<file path="src/hdl/assert_macros.svh">
// Assertion macros used by the stack block's top level.
`ifndef ASSERT_MACROS_SVH
`define ASSERT_MACROS_SVH

// Check a property on every rising clk edge, skipped while arst_n is low.
`define ASSERT_CLK(label, prop, msg) \
	label: assert property (@(posedge clk) disable iff (!arst_n) (prop)) else $error(msg);

// Check that an antecedent is followed by a consequent on the next clk edge.
`define ASSERT_NEXT(label, ante, cons, msg) \
	label: assert property (@(posedge clk) disable iff (!arst_n) (ante) |=> (cons)) \
		else $error(msg);

`endif

</file>
<file path="src/hdl/mnvps_pkg.sv">
// Types and constants of the note priority stack.
package mnvps_pkg;

	localparam int OP_W   = 3;
	localparam int NOTE_W = 7;
	localparam int IDX_W  = 4;
	localparam int HELD_W = 5;

	typedef logic [NOTE_W-1:0] note_t;

	typedef enum logic [OP_W-1:0] {
		OP_NOTE_ON  = 3'd0,
		OP_NOTE_OFF = 3'd1,
		OP_POP      = 3'd2,
		OP_CLEAR    = 3'd3,
		OP_READ     = 3'd4
	} op_t;

	// Per-cycle commands broadcast to every cell of the chain.
	typedef struct packed {
		logic  push;
		logic  pop;
		logic  remove;
		note_t key;
	} cell_ctrl_t;

endpackage

</file>
<file path="src/hdl/mnvps_req_if.sv">
// Request channel of the note priority stack.
interface mnvps_req_if;
	logic                        valid;
	logic                        ready;
	logic [mnvps_pkg::OP_W-1:0]  op;
	mnvps_pkg::note_t            note;
	mnvps_pkg::note_t            vel;
	logic [mnvps_pkg::IDX_W-1:0] depth_index;

	modport source (output valid, output op, output note, output vel, output depth_index,
		input ready);
	modport sink (input valid, input op, input note, input vel, input depth_index,
		output ready);
endinterface

</file>
<file path="src/hdl/mnvps_rsp_if.sv">
// Result channel of the note priority stack.
interface mnvps_rsp_if;
	logic                         valid;
	logic                         ready;
	mnvps_pkg::note_t             out_note;
	mnvps_pkg::note_t             out_vel;
	logic                         found;
	logic [mnvps_pkg::HELD_W-1:0] held_count;

	modport source (output valid, output out_note, output out_vel, output found,
		output held_count, input ready);
	modport sink (input valid, input out_note, input out_vel, input found,
		input held_count, output ready);
endinterface

</file>
<file path="src/hdl/mnvps_cell.sv">
// One stack cell: holds a note and velocity and trades them with its neighbors.
module mnvps_cell (
	input  logic                  clk,
	input  mnvps_pkg::cell_ctrl_t ctrl,
	input  logic                  occupied,
	input  mnvps_pkg::note_t      up_note,
	input  mnvps_pkg::note_t      up_vel,
	input  mnvps_pkg::note_t      dn_note,
	input  mnvps_pkg::note_t      dn_vel,
	input  logic                  hole_in,
	output mnvps_pkg::note_t      note,
	output mnvps_pkg::note_t      vel,
	output logic                  hole_out
);

	mnvps_pkg::note_t note_q;
	mnvps_pkg::note_t vel_q;
	logic             match;

	// A hole at or above this cell pulls the lower neighbor up by one.
	assign match    = ctrl.remove && occupied && (note_q == ctrl.key);
	assign hole_out = hole_in || match;

	always_ff @(posedge clk) begin
		priority if (ctrl.push) begin
			note_q <= up_note;
			vel_q  <= up_vel;
		end else if (ctrl.pop || (ctrl.remove && hole_out)) begin
			note_q <= dn_note;
			vel_q  <= dn_vel;
		end else begin
			note_q <= note_q;
			vel_q  <= vel_q;
		end
	end

	assign note = note_q;
	assign vel  = vel_q;

endmodule

</file>
<file path="src/hdl/midi_note_velocity_priority_stack_unit.sv">
// Top level of the last-note priority stack of held notes and velocities.
//
// Requests arrive on req (op, note, vel, depth_index) and each one gives exactly
// one result on rsp (out_note, out_vel, found, held_count), in request order.
// The stack is a row of DEPTH cells; cell 0 holds the most recent note.
// Note on shifts the row down and loads cell 0, pop returns cell 0 and shifts
// the row up, clear only zeroes the count, read picks the cell at depth_index.
// The result of these is in the output register the cycle after the request is
// taken; such requests can be taken every cycle while rsp.ready stays high.
// Note off purges one matching cell per cycle, closing the gap by shifting the
// cells below it up; its result is loaded into the output register in the purge
// cycle that finds no match, with req.ready low meanwhile.
// A full stack drops a note on; pop or read with nothing there returns zeros
// with found low. held_count is the entry count after the request.
// Reset clears the state, the count and the output valid flag; cell contents are
// left as they are, since no cell at or beyond the count is ever read.
// When rsp stalls, the result holds in the output register, and req.ready
// stays low until that result is taken or is taken in the same cycle.
module midi_note_velocity_priority_stack_unit #(
	parameter int DEPTH = 16
) (
	input logic        clk,
	input logic        arst_n,
	mnvps_req_if.sink  req,
	mnvps_rsp_if.source rsp
);

	`include "assert_macros.svh"

	localparam int CW = $clog2(DEPTH + 1);
	localparam int RW = ((CW > mnvps_pkg::IDX_W) ? CW : mnvps_pkg::IDX_W) + 1;

	typedef enum logic {
		ST_IDLE,
		ST_PURGE
	} state_t;

	state_t                        state_q;
	logic [CW-1:0]                 count_q;
	mnvps_pkg::note_t              key_q;
	logic                          out_valid_q;
	mnvps_pkg::note_t              out_note_q;
	mnvps_pkg::note_t              out_vel_q;
	logic                          found_q;
	logic [mnvps_pkg::HELD_W-1:0]  held_q;

	mnvps_pkg::cell_ctrl_t         ctrl;
	mnvps_pkg::note_t              cell_note [DEPTH];
	mnvps_pkg::note_t              cell_vel  [DEPTH];
	logic [DEPTH:0]                hole;

	logic                          accept;
	logic                          full;
	logic                          empty;
	logic                          load_res;
	logic                          rd_hit;
	mnvps_pkg::note_t              rd_note;
	mnvps_pkg::note_t              rd_vel;
	logic [CW-1:0]                 count_d;
	logic [CW+mnvps_pkg::HELD_W-1:0] count_ext;
	logic [CW+mnvps_pkg::HELD_W-1:0] count_d_ext;
	mnvps_pkg::note_t              res_note;
	mnvps_pkg::note_t              res_vel;
	logic                          res_found;

	assign req.ready = (state_q == ST_IDLE) && (!out_valid_q || rsp.ready);
	assign accept    = req.valid && req.ready;
	assign full      = (count_q == CW'(DEPTH));
	assign empty     = (count_q == '0);

	// Load the output register for any request but note off, or when a purge ends.
	assign load_res = (accept && (req.op != mnvps_pkg::OP_NOTE_OFF))
		|| ((state_q == ST_PURGE) && !hole[DEPTH]);

	// Broadcast commands; note off only purges from the cycle after it is taken.
	always_comb begin
		ctrl.push   = accept && (req.op == mnvps_pkg::OP_NOTE_ON) && !full;
		ctrl.pop    = accept && (req.op == mnvps_pkg::OP_POP) && !empty;
		ctrl.remove = (state_q == ST_PURGE);
		ctrl.key    = key_q;
	end

	assign hole[0] = 1'b0;

	for (genvar i = 0; i < DEPTH; i++) begin : g_cell
		mnvps_pkg::note_t up_note;
		mnvps_pkg::note_t up_vel;
		mnvps_pkg::note_t dn_note;
		mnvps_pkg::note_t dn_vel;

		if (i == 0) begin : g_top
			assign up_note = req.note;
			assign up_vel  = req.vel;
		end else begin : g_mid
			assign up_note = cell_note[i-1];
			assign up_vel  = cell_vel[i-1];
		end

		if (i == DEPTH - 1) begin : g_last
			assign dn_note = cell_note[i];
			assign dn_vel  = cell_vel[i];
		end else begin : g_inner
			assign dn_note = cell_note[i+1];
			assign dn_vel  = cell_vel[i+1];
		end

		mnvps_cell u_cell (
			.clk      (clk),
			.ctrl     (ctrl),
			.occupied (CW'(i) < count_q),
			.up_note  (up_note),
			.up_vel   (up_vel),
			.dn_note  (dn_note),
			.dn_vel   (dn_vel),
			.hole_in  (hole[i]),
			.note     (cell_note[i]),
			.vel      (cell_vel[i]),
			.hole_out (hole[i+1])
		);
	end

	// Read port: AND-OR select of the cell at depth_index.
	assign rd_hit = (RW'(req.depth_index) < RW'(count_q));

	always_comb begin
		rd_note = '0;
		rd_vel  = '0;
		for (int i = 0; i < DEPTH; i++) begin
			if (RW'(req.depth_index) == RW'(i)) begin
				rd_note = rd_note | cell_note[i];
				rd_vel  = rd_vel | cell_vel[i];
			end
		end
	end

	// Result fields and next count of a request taken in the idle state.
	always_comb begin
		res_note  = '0;
		res_vel   = '0;
		res_found = 1'b0;
		count_d   = count_q;
		unique case (req.op)
			mnvps_pkg::OP_NOTE_ON: begin
				if (!full) count_d = count_q + CW'(1);
			end
			mnvps_pkg::OP_POP: begin
				if (!empty) begin
					count_d   = count_q - CW'(1);
					res_note  = cell_note[0];
					res_vel   = cell_vel[0];
					res_found = 1'b1;
				end
			end
			mnvps_pkg::OP_CLEAR: begin
				count_d = '0;
			end
			mnvps_pkg::OP_READ: begin
				if (rd_hit) begin
					res_note  = rd_note;
					res_vel   = rd_vel;
					res_found = 1'b1;
				end
			end
			default: begin
			end
		endcase
	end

	assign count_ext   = {{mnvps_pkg::HELD_W{1'b0}}, count_q};
	assign count_d_ext = {{mnvps_pkg::HELD_W{1'b0}}, count_d};

	always_ff @(posedge clk or negedge arst_n) begin
		if (!arst_n) begin
			state_q     <= ST_IDLE;
			count_q     <= '0;
			out_valid_q <= 1'b0;
		end else begin
			if (load_res) out_valid_q <= 1'b1;
			else if (rsp.ready) out_valid_q <= 1'b0;
			unique case (state_q)
				ST_IDLE: begin
					if (accept) begin
						if (req.op == mnvps_pkg::OP_NOTE_OFF) begin
							key_q   <= req.note;
							state_q <= ST_PURGE;
						end else begin
							count_q     <= count_d;
							out_note_q  <= res_note;
							out_vel_q   <= res_vel;
							found_q     <= res_found;
							held_q      <= count_d_ext[mnvps_pkg::HELD_W-1:0];
						end
					end
				end
				ST_PURGE: begin
					if (hole[DEPTH]) begin
						// Drop one matching cell; keep purging.
						count_q <= count_q - CW'(1);
					end else begin
						out_note_q  <= '0;
						out_vel_q   <= '0;
						found_q     <= 1'b0;
						held_q      <= count_ext[mnvps_pkg::HELD_W-1:0];
						state_q     <= ST_IDLE;
					end
				end
				default: begin
					state_q <= ST_IDLE;
				end
			endcase
		end
	end

	assign rsp.valid      = out_valid_q;
	assign rsp.out_note   = out_note_q;
	assign rsp.out_vel    = out_vel_q;
	assign rsp.found      = found_q;
	assign rsp.held_count = held_q;

	`ASSERT_CLK(a_count_bound, count_q <= CW'(DEPTH), "entry count exceeds depth")
	`ASSERT_NEXT(a_push_grows, ctrl.push, count_q == $past(count_q) + CW'(1),
		"note on with room did not grow the count")
	`ASSERT_NEXT(a_purge_shrinks, state_q == ST_PURGE, count_q <= $past(count_q),
		"count grew during a note off purge")
	`ASSERT_NEXT(a_result_loaded, accept && (req.op != mnvps_pkg::OP_NOTE_OFF), out_valid_q,
		"one-cycle request left no result")

endmodule
</file>
<file path="src/flat_wrapper.sv">
// flat-port wrapper written by rule: the top's interface ports become plain ports
module midi_note_velocity_priority_stack_unit_flat 
#(
	parameter int DEPTH = 16
)
  (clk, arst_n, req_valid, req_op, req_note, req_vel, req_depth_index, req_ready, rsp_valid, rsp_out_note, rsp_out_vel, rsp_found, rsp_held_count, rsp_ready);
  mnvps_req_if req_i ();
  mnvps_rsp_if rsp_i ();
  input logic clk;
  input logic arst_n;
  input wire logic [$bits(req_i.valid)-1:0] req_valid;
  input wire logic [$bits(req_i.op)-1:0] req_op;
  input wire logic [$bits(req_i.note)-1:0] req_note;
  input wire logic [$bits(req_i.vel)-1:0] req_vel;
  input wire logic [$bits(req_i.depth_index)-1:0] req_depth_index;
  output wire logic [$bits(req_i.ready)-1:0] req_ready;
  output wire logic [$bits(rsp_i.valid)-1:0] rsp_valid;
  output wire logic [$bits(rsp_i.out_note)-1:0] rsp_out_note;
  output wire logic [$bits(rsp_i.out_vel)-1:0] rsp_out_vel;
  output wire logic [$bits(rsp_i.found)-1:0] rsp_found;
  output wire logic [$bits(rsp_i.held_count)-1:0] rsp_held_count;
  input wire logic [$bits(rsp_i.ready)-1:0] rsp_ready;
  assign req_i.valid = req_valid;
  assign req_i.op = req_op;
  assign req_i.note = req_note;
  assign req_i.vel = req_vel;
  assign req_i.depth_index = req_depth_index;
  assign req_ready = req_i.ready;
  assign rsp_valid = rsp_i.valid;
  assign rsp_out_note = rsp_i.out_note;
  assign rsp_out_vel = rsp_i.out_vel;
  assign rsp_found = rsp_i.found;
  assign rsp_held_count = rsp_i.held_count;
  assign rsp_i.ready = rsp_ready;
  midi_note_velocity_priority_stack_unit #(.DEPTH(DEPTH)) u_core (.clk(clk), .arst_n(arst_n), .req(req_i), .rsp(rsp_i));
endmodule
</file>
<file path="config.mk">
export PLATFORM = sky130hd
export DESIGN_NAME = midi_note_velocity_priority_stack_unit_flat
export DESIGN_NICKNAME = d
export VERILOG_FILES = /design/src/hdl/mnvps_pkg.sv /design/src/hdl/mnvps_req_if.sv /design/src/hdl/mnvps_rsp_if.sv /design/src/hdl/mnvps_cell.sv /design/src/hdl/midi_note_velocity_priority_stack_unit.sv /design/src/flat_wrapper.sv
export VERILOG_INCLUDE_DIRS = /design/src /design/src/hdl
export SDC_FILE = /design/constraint.sdc
export NUM_CORES = 1
export LEC_CHECK = 0
export BUFFER_PORTS_ARGS = -buffer_cell sky130_fd_sc_hd__buf_2
export CORE_ASPECT_RATIO = 0.7
export CORE_MARGIN = 8
export CORE_UTILIZATION = 40
export DETAILED_ROUTE_END_ITERATION = 16
export PLACE_DENSITY_LB_ADDON = 0.12
export SKIP_CTS_REPAIR_TIMING = 1
export SLEW_MARGIN = 20
export SYNTH_ARGS = -nofsm -noshare
export SYNTH_HDL_FRONTEND = slang
export SYNTH_HIERARCHICAL = 1
export SYNTH_SLANG_ARGS = --single-unit
export TNS_END_PERCENT = 50
</file>
<file path="constraint.sdc">
create_clock -name clk -period 7.6 [get_ports clk]
set_input_delay 0.76 -clock clk [delete_from_list [all_inputs] [get_ports clk]]
set_output_delay 0.76 -clock clk [all_outputs]
set_load 0.05 [all_outputs]
</file>
==> results of run 1 <==
-- cells by family (layout without fill, tap and decap cells) --
family                     count (synthesis)  in the layout  synth area share [%]
muxes                                    255            255                  18.6
and+or+nand+nor                          252            252                  9.18
buffers and inverters                    152            187                  4.75
xor gates and xnor gates                  67             67                  3.82
AOI/OAI and AO/OA                        222            222                  12.9
adders and majority gates                  6              6                 0.488
DFF                                      258            258                  50.2
other                                      1              2                0.0244
-- layer usage --
metal	wire, um	up-vias	global-route usage [%]
li1	-	4687	-
met1	20300	5277	26.8
met2	19200	350	28.1
met3	2600	70	2.94
met4	998	0	4.46
met5	0	-	0
-- through the flow --
stage / area (um2) / std cells / hold slack [ns] / setup slack (ns)
after floorplan: 15400 / 1214 / 0.464 / 2.13
after global placement: 15900 / 1694 / 0.587 / 2.01
after detailed placement: 15900 / 1694 / 0.592 / 2.30
after CTS: 16800 / 1745 / 0.0243 / 2.26
after global routing: 16800 / 1745 / 0.0350 / 1.85
final: 16800 / 1745 / 0.0419 / 2.23
-- registers in the layout (all words and copies together) (netlist names) --
register / count
u_core/key_q: 7
u_core/rsp.out_vel: 7
u_core/g_cell.u_cell/vel: 112
u_core/rsp.valid: 1
u_core/state_q: 1
u_core/rsp.out_note: 7
u_core/count_q: 5
u_core/rsp.found: 1
u_core/g_cell.u_cell/note: 112
u_core/rsp.held_count: 5
-- cell usage after synthesis, types with 23 or more instances --
| master | count |
|---|---|
| a21oi_1 | 35 |
| a221oi_1 | 54 |
| a222oi_1 | 29 |
| buf_2 | 35 |
| buf_4 | 29 |
| edfxtp_1 | 251 |
| inv_1 | 75 |
| mux2_1 | 32 |
| mux2_2 | 217 |
| nand2_1 | 88 |
| nand2b_1 | 23 |
| nor2_1 | 47 |
| xor2_1 | 64 |
-- power groups by stage --
stage	Clock (uW)	Sequential (uW)	Combinational (uW)
floorplan	0	1830	501
global placement	0	1880	659
detailed placement	0	1880	662
CTS	1410	1850	665
global route	1450	1870	726
finish	1370	1860	667
-- cell type report --
| type | instances | area [um2] | share of cell area, % |
|---|---|---|---|
| well taps | 496 | 621 | 3.68 |
| multi-input cells | 804 | 6970 | 41.4 |
| clock inverters | 19 | 190 | 1.13 |
| inverters | 76 | 285 | 1.69 |
| repair buffers | 60 | 348 | 2.07 |
| flip-flops and latches | 258 | 7710 | 45.8 |
| clock buffers | 32 | 716 | 4.25 |
-- final timing paths --
check	to	slack [ns]	depth (start not counted)
setup / recovery	u_core/rsp.out_note[2]	2.23	26
hold / removal	u_core/count_q[3]	0.04	1
setup reg to reg	u_core/rsp.out_note[2]	2.23	26
hold reg to reg	u_core/g_cell[9].u_cell/vel[1]	0.60	1
max in group asynchronous	u_core/count_q[0]	7.35	1
min in group clk	u_core/key_q[3]	0.39	1
-- worst reg2reg max path: cells and delay by family (launching register included) --
family,cells,cell delay [ns]
AND/OR/NAND/NOR,22,4.01
flip-flops,1,0.52
AO/OA/AOI/OAI,2,0.20
buffers and inverters,2,0.22
==> metrics.txt, run 1 <==
Tmin final=approximately 5.4 ns; DRC viols=0; Post-Route WL=about 43000 um; dominant cell type by area after synthesis=edfxtp_1; worst IR drop on VDD=between 0.15 and 0.2 mV; Slew Viols, Final=0; Syn Area/Cell=12.7 um2; CP bufs+invs=2; worst-skew pair later-pin latency=0.58 ns; top cell type's share of synthesized area=just under 50%; Synth Cell Area=between 15000 and 20000 um2; Initial DRT Pass Iterations=7; ys flop type=edfxtp_1; clock root cell=clkbuf_16; sequential share of power=between 40 and 50%; CTS Sinks=258; nets=1259; Bufs on Longest Clock Path=3; gr usage total=18.3%; Worst Tran Pin Value=1.04 ns; count of final setup violators=0; CP delay by family, top=simple AND/OR/NAND/NOR gates; DR WL/cell=~25 um; Synth Register Bits=258; P per Cell Area=231 nW/um2; first-pass GRT wire length=between 60000 and 70000 um; gr ovfl total=0; Ys Warns=6; Cells after Synth=1213; Power Internal=roughly 2800 uW; Static Leak=about 0.0058 uW; Slew HR=30.4%; r2r startpoint=u_core/count_q[3]; PortBufs=46; largest net degree at the start of global routing=164; Worst path slowest cell=nor2_4; Placement Rows=60; CP dominant cell by count=nand2b_1; Final Total Pwr=3890 uW; Max-Cap Viols=0; Die ar.=about 45000 um2; RSZ-0062 raised after global routing=no; FMAX=186 MHz; commonest cells after routing, fill and taps aside=251 x edfxtp_1, 217 x mux2_2, 88 x nand2_1; drt initial violations=~1100; switch share=29.2%; synth top area cells=edfxtp_1 49%, mux2_2 16%, xor2_1 3.6%; Psw=about 1100 uW; Tcrit/Tclk final=around 71%; synthesis-to-layout area growth=9.56%; post-route ant nets=0; final core utilization=44.2%; register area share after synthesis=~50%; clk_skew=0.0220 ns; crit end category=register; commonest non-fill, non-tap cell in the layout=edfxtp_1; synth unique cells=between 60 and 70; count of flip-flops with a built-in enable after synthesis=about 250; # diodes=0; Via density=5.95; width of the die=approximately 250 um; Die Y=180 um; clock slew at reported path FFs=0.07 ns; Inserted Clock Buffers=28; routability cong.=0.845; HP Class=primary input to asynchronous set/reset pin; Clk pwr share=a little over a third; setup TNS=0 ns; IO Count=47; Fin. Hold Viols=0; vias in the first global route=10500; Worst Setup SP=u_core/count_q[3]; CP peak stage delay=0.60 ns; initial antenna violation count=0; combinational share of power=roughly 17%; Worst Path Class, Setup=register to register; outcome=finished clean; vias=10400; Initial Util=between 40 and 50%; CP arrival=around 5.6 ns; Crit Path Max Fanout=20; CTS tree=done; HPWL Detailed=29700 um; Worst Path Required=7.79 ns; CTS H-tree lvls=1; layout cells sized above 1=around 29%; Synth async-reset ratio=2.71%; core area=38100 um2; crit start category=register; filler cell count=3551
Note: power is estimated with default switching activity, not from simulation.
==> run 2: changes to the inputs <==
Clock period 7.6 ns to 5.5 ns, I/O delays scaled along.
==> run 2 against run 1 <==
Compared with the run above:
- die area unchanged
- clock skew decreased by 0.011 ns
- global-route usage increased by 0.27 points
==> metrics.txt, run 2 (synthesis gave the netlist of run 1 again) <==
outcome=finished clean; core area=38100 um2 (unchanged); Power Internal=3730 uW (+35%); crit end category=register; Slew HR=26.9% (-3.5 points); clk_skew=0.0107 ns (-0.0113 ns); FMAX=201 MHz (+7.8%); Worst Path Class, Setup=register to register; IO Count=47 (unchanged); Static Leak=0.00588 uW (+1.4%); CP arrival=5.23 ns (-0.33 ns); Final Total Pwr=5310 uW (+36%); Placement Rows=60 (unchanged); largest net degree at the start of global routing=76 (-54%); GRT busiest layer=met2; nets=1277 (+1.4%); commonest cells after routing, fill and taps aside=251 x edfxtp_1, 217 x mux2_2, 88 x nand2_1; HP Class=primary input to register; gr usage total=18.6% (+0.27 points); vias in the first global route=10700 (+2.3%); grt met2 use=28.6% (+0.58 points); setup TNS=0 ns (unchanged); Initial Util=40.3% (unchanged); CTS Sinks=258 (unchanged); initial antenna violation count=0 (unchanged); Tcrit/Tclk final=90.5% (+20 points); DRC viols=0 (unchanged); Fin. Hold Viols=0 (unchanged); post-route cell area=17000 um2 (+0.82%); Cell Area, Placed=16100 um2 (+0.97%); Die ar.=45100 um2 (unchanged); CTS tree=done; switch share=29.7% (+0.52 points); M3 GR Usage=3.29% (+0.35 points); synthesis-to-layout area growth=10.5%; clock root cell=clkbuf_16; worst IR drop on VDD=0.236 mV (+48%); P per Cell Area=313 nW/um2 (+35%); first-pass GRT wire length=66700 um (+1.6%); DR WL/cell=24.6 um (-0.40%); commonest non-fill, non-tap cell in the layout=edfxtp_1; met1 usage=26.8% (+0.042 points); routability cong.=0.863 (+2.0%); Slew Viols, Final=0 (unchanged); # diodes=0 (unchanged); vias=10300 (-0.44%); combinational share of power=18.3% (+1.1 points); drt initial violations=1060 (-1.4%); Psw=1580 uW (+39%); Clk pwr share=33.9% (-1.2 points); Die Y=180 um (unchanged); sequential share of power=47.8% (about the same); worst-skew pair later-pin latency=0.58 ns (about the same); Tmin final=4.98 ns (-0.389 ns); count of final setup violators=0 (unchanged); CTS H-tree lvls=1 (unchanged); Initial DRT Pass Iterations=8 (+1); post-route ant nets=0 (unchanged); Max-Cap Viols=0 (unchanged); Via density=5.86 (-1.5%); Inserted Clock Buffers=28 (unchanged); Crit Path Max Fanout=11 (-45%); crit start category=register; PortBufs=46 (unchanged); Worst Tran Pin Value=1.10 ns (+0.0526 ns); HPWL Detailed=30600 um (+3.2%); clock slew at reported path FFs=0.07 ns (about the same); Bufs on Longest Clock Path=3 (unchanged); RSZ-0062 raised after global routing=no; Post-Route WL=43400 um (+0.63%); layout cells sized above 1=30.1% (+0.93 points); Worst Path Required=5.76 ns (-2.03 ns); gr ovfl total=0 (unchanged); width of the die=250 um (unchanged)
run 2: changes by cell type in the layout (fill, tap and decap cells not counted):
cell           previous run  this run
buf_12                    1         5
buf_4                    13        26
bufinv_16                 3         1
clkinv_1                  7         8
clkinv_4                  0         1
dlygate4sd3_1             0         1
nor2_1                   45        44
nor2_2                    1         3
nor2_4                    2         1
run 2: metal layers:
metal,routed length (um),part of all wire [%],vias to the layer above
li1,-,-,4713
met3,2420,5.6,63
met1,20700,48,5267
met5,0,0,-
met4,1020,2.3,0
met2,19300,44,295
run 2: cell type report:
type	count	area (um2)
fill	3546	21200
clock inverter	19	143
inverter	76	285
sequential	258	7710
tap	496	621
multi-input combinational	804	6970
timing repair buffer	78	536
clock buffer	32	716
run 2: power groups by stage:
| stage | logic [uW] | clock network, uW | registers (uW) |
|---|---|---|---|
| CTS | 966 | 1850 | 2540 |
| finish | 969 | 1800 | 2540 |
| global placement | 954 | 0 | 2580 |
| global route | 1050 | 1920 | 2560 |
| floorplan | 692 | 0 | 2530 |
| detailed placement | 960 | 0 | 2580 |
run 2: path summary, 6_finish.rpt:
| check | startpoint | slack [ns] | endpoint | cells past startpoint |
|---|---|---|---|---|
| max | u_core/count_q[4] | 0.52 | u_core/rsp.out_note[3] | 27 |
| min | req_note[4] | 0.17 | u_core/key_q[4] | 1 |
| max reg2reg | u_core/count_q[4] | 0.52 | u_core/rsp.out_note[3] | 27 |
| min reg2reg | u_core/g_cell[14].u_cell/vel[1] | 0.60 | u_core/g_cell[15].u_cell/vel[1] | 1 |
| max in group asynchronous | arst_n | 4.93 | u_core/rsp.valid | 2 |
| min in group asynchronous | arst_n | 0.37 | u_core/count_q[4] | 2 |
run 2: through the flow:
| step | hold slack (ns) | utilization (%) | setup slack [ns] | std cells |
|---|---|---|---|---|
| after floorplan | 0.254 | - | 0.0315 | 1214 |
| after global placement | 0.420 | 42.1 | 0.718 | 1709 |
| after detailed placement | 0.423 | 42.2 | 0.579 | 1710 |
| after CTS | -0.196 | 44.4 | 0.546 | 1761 |
| after global routing | 0.136 | 44.5 | 0.157 | 1763 |
| final | 0.167 | 44.5 | 0.524 | 1763 |
run 2: worst max-delay path: stages, from the launching register on:
cell and delay (ns):
dfrtp_1 0.38, nor2_1 0.26, inv_1 0.11, nor2_1 0.21
nand2_1 0.08, nand2_1 0.11, a2111oi_4 0.06, nand4_1 0.14
nand2b_1 0.08, nand2b_1 0.17, nand2b_1 0.17, nand2b_1 0.15
nand2b_1 0.16, nand2b_1 0.18, nand2b_1 0.17, nand2b_1 0.15
nand2b_1 0.16, nand2b_1 0.15, nand2b_1 0.15, nand2b_1 0.15
nand2b_1 0.16, nand2b_1 0.15, nand2b_1 0.15, nand2b_1 0.31
inv_1 0.14, a21oi_1 0.12, nor2_2 0.14, buf_4 0.26
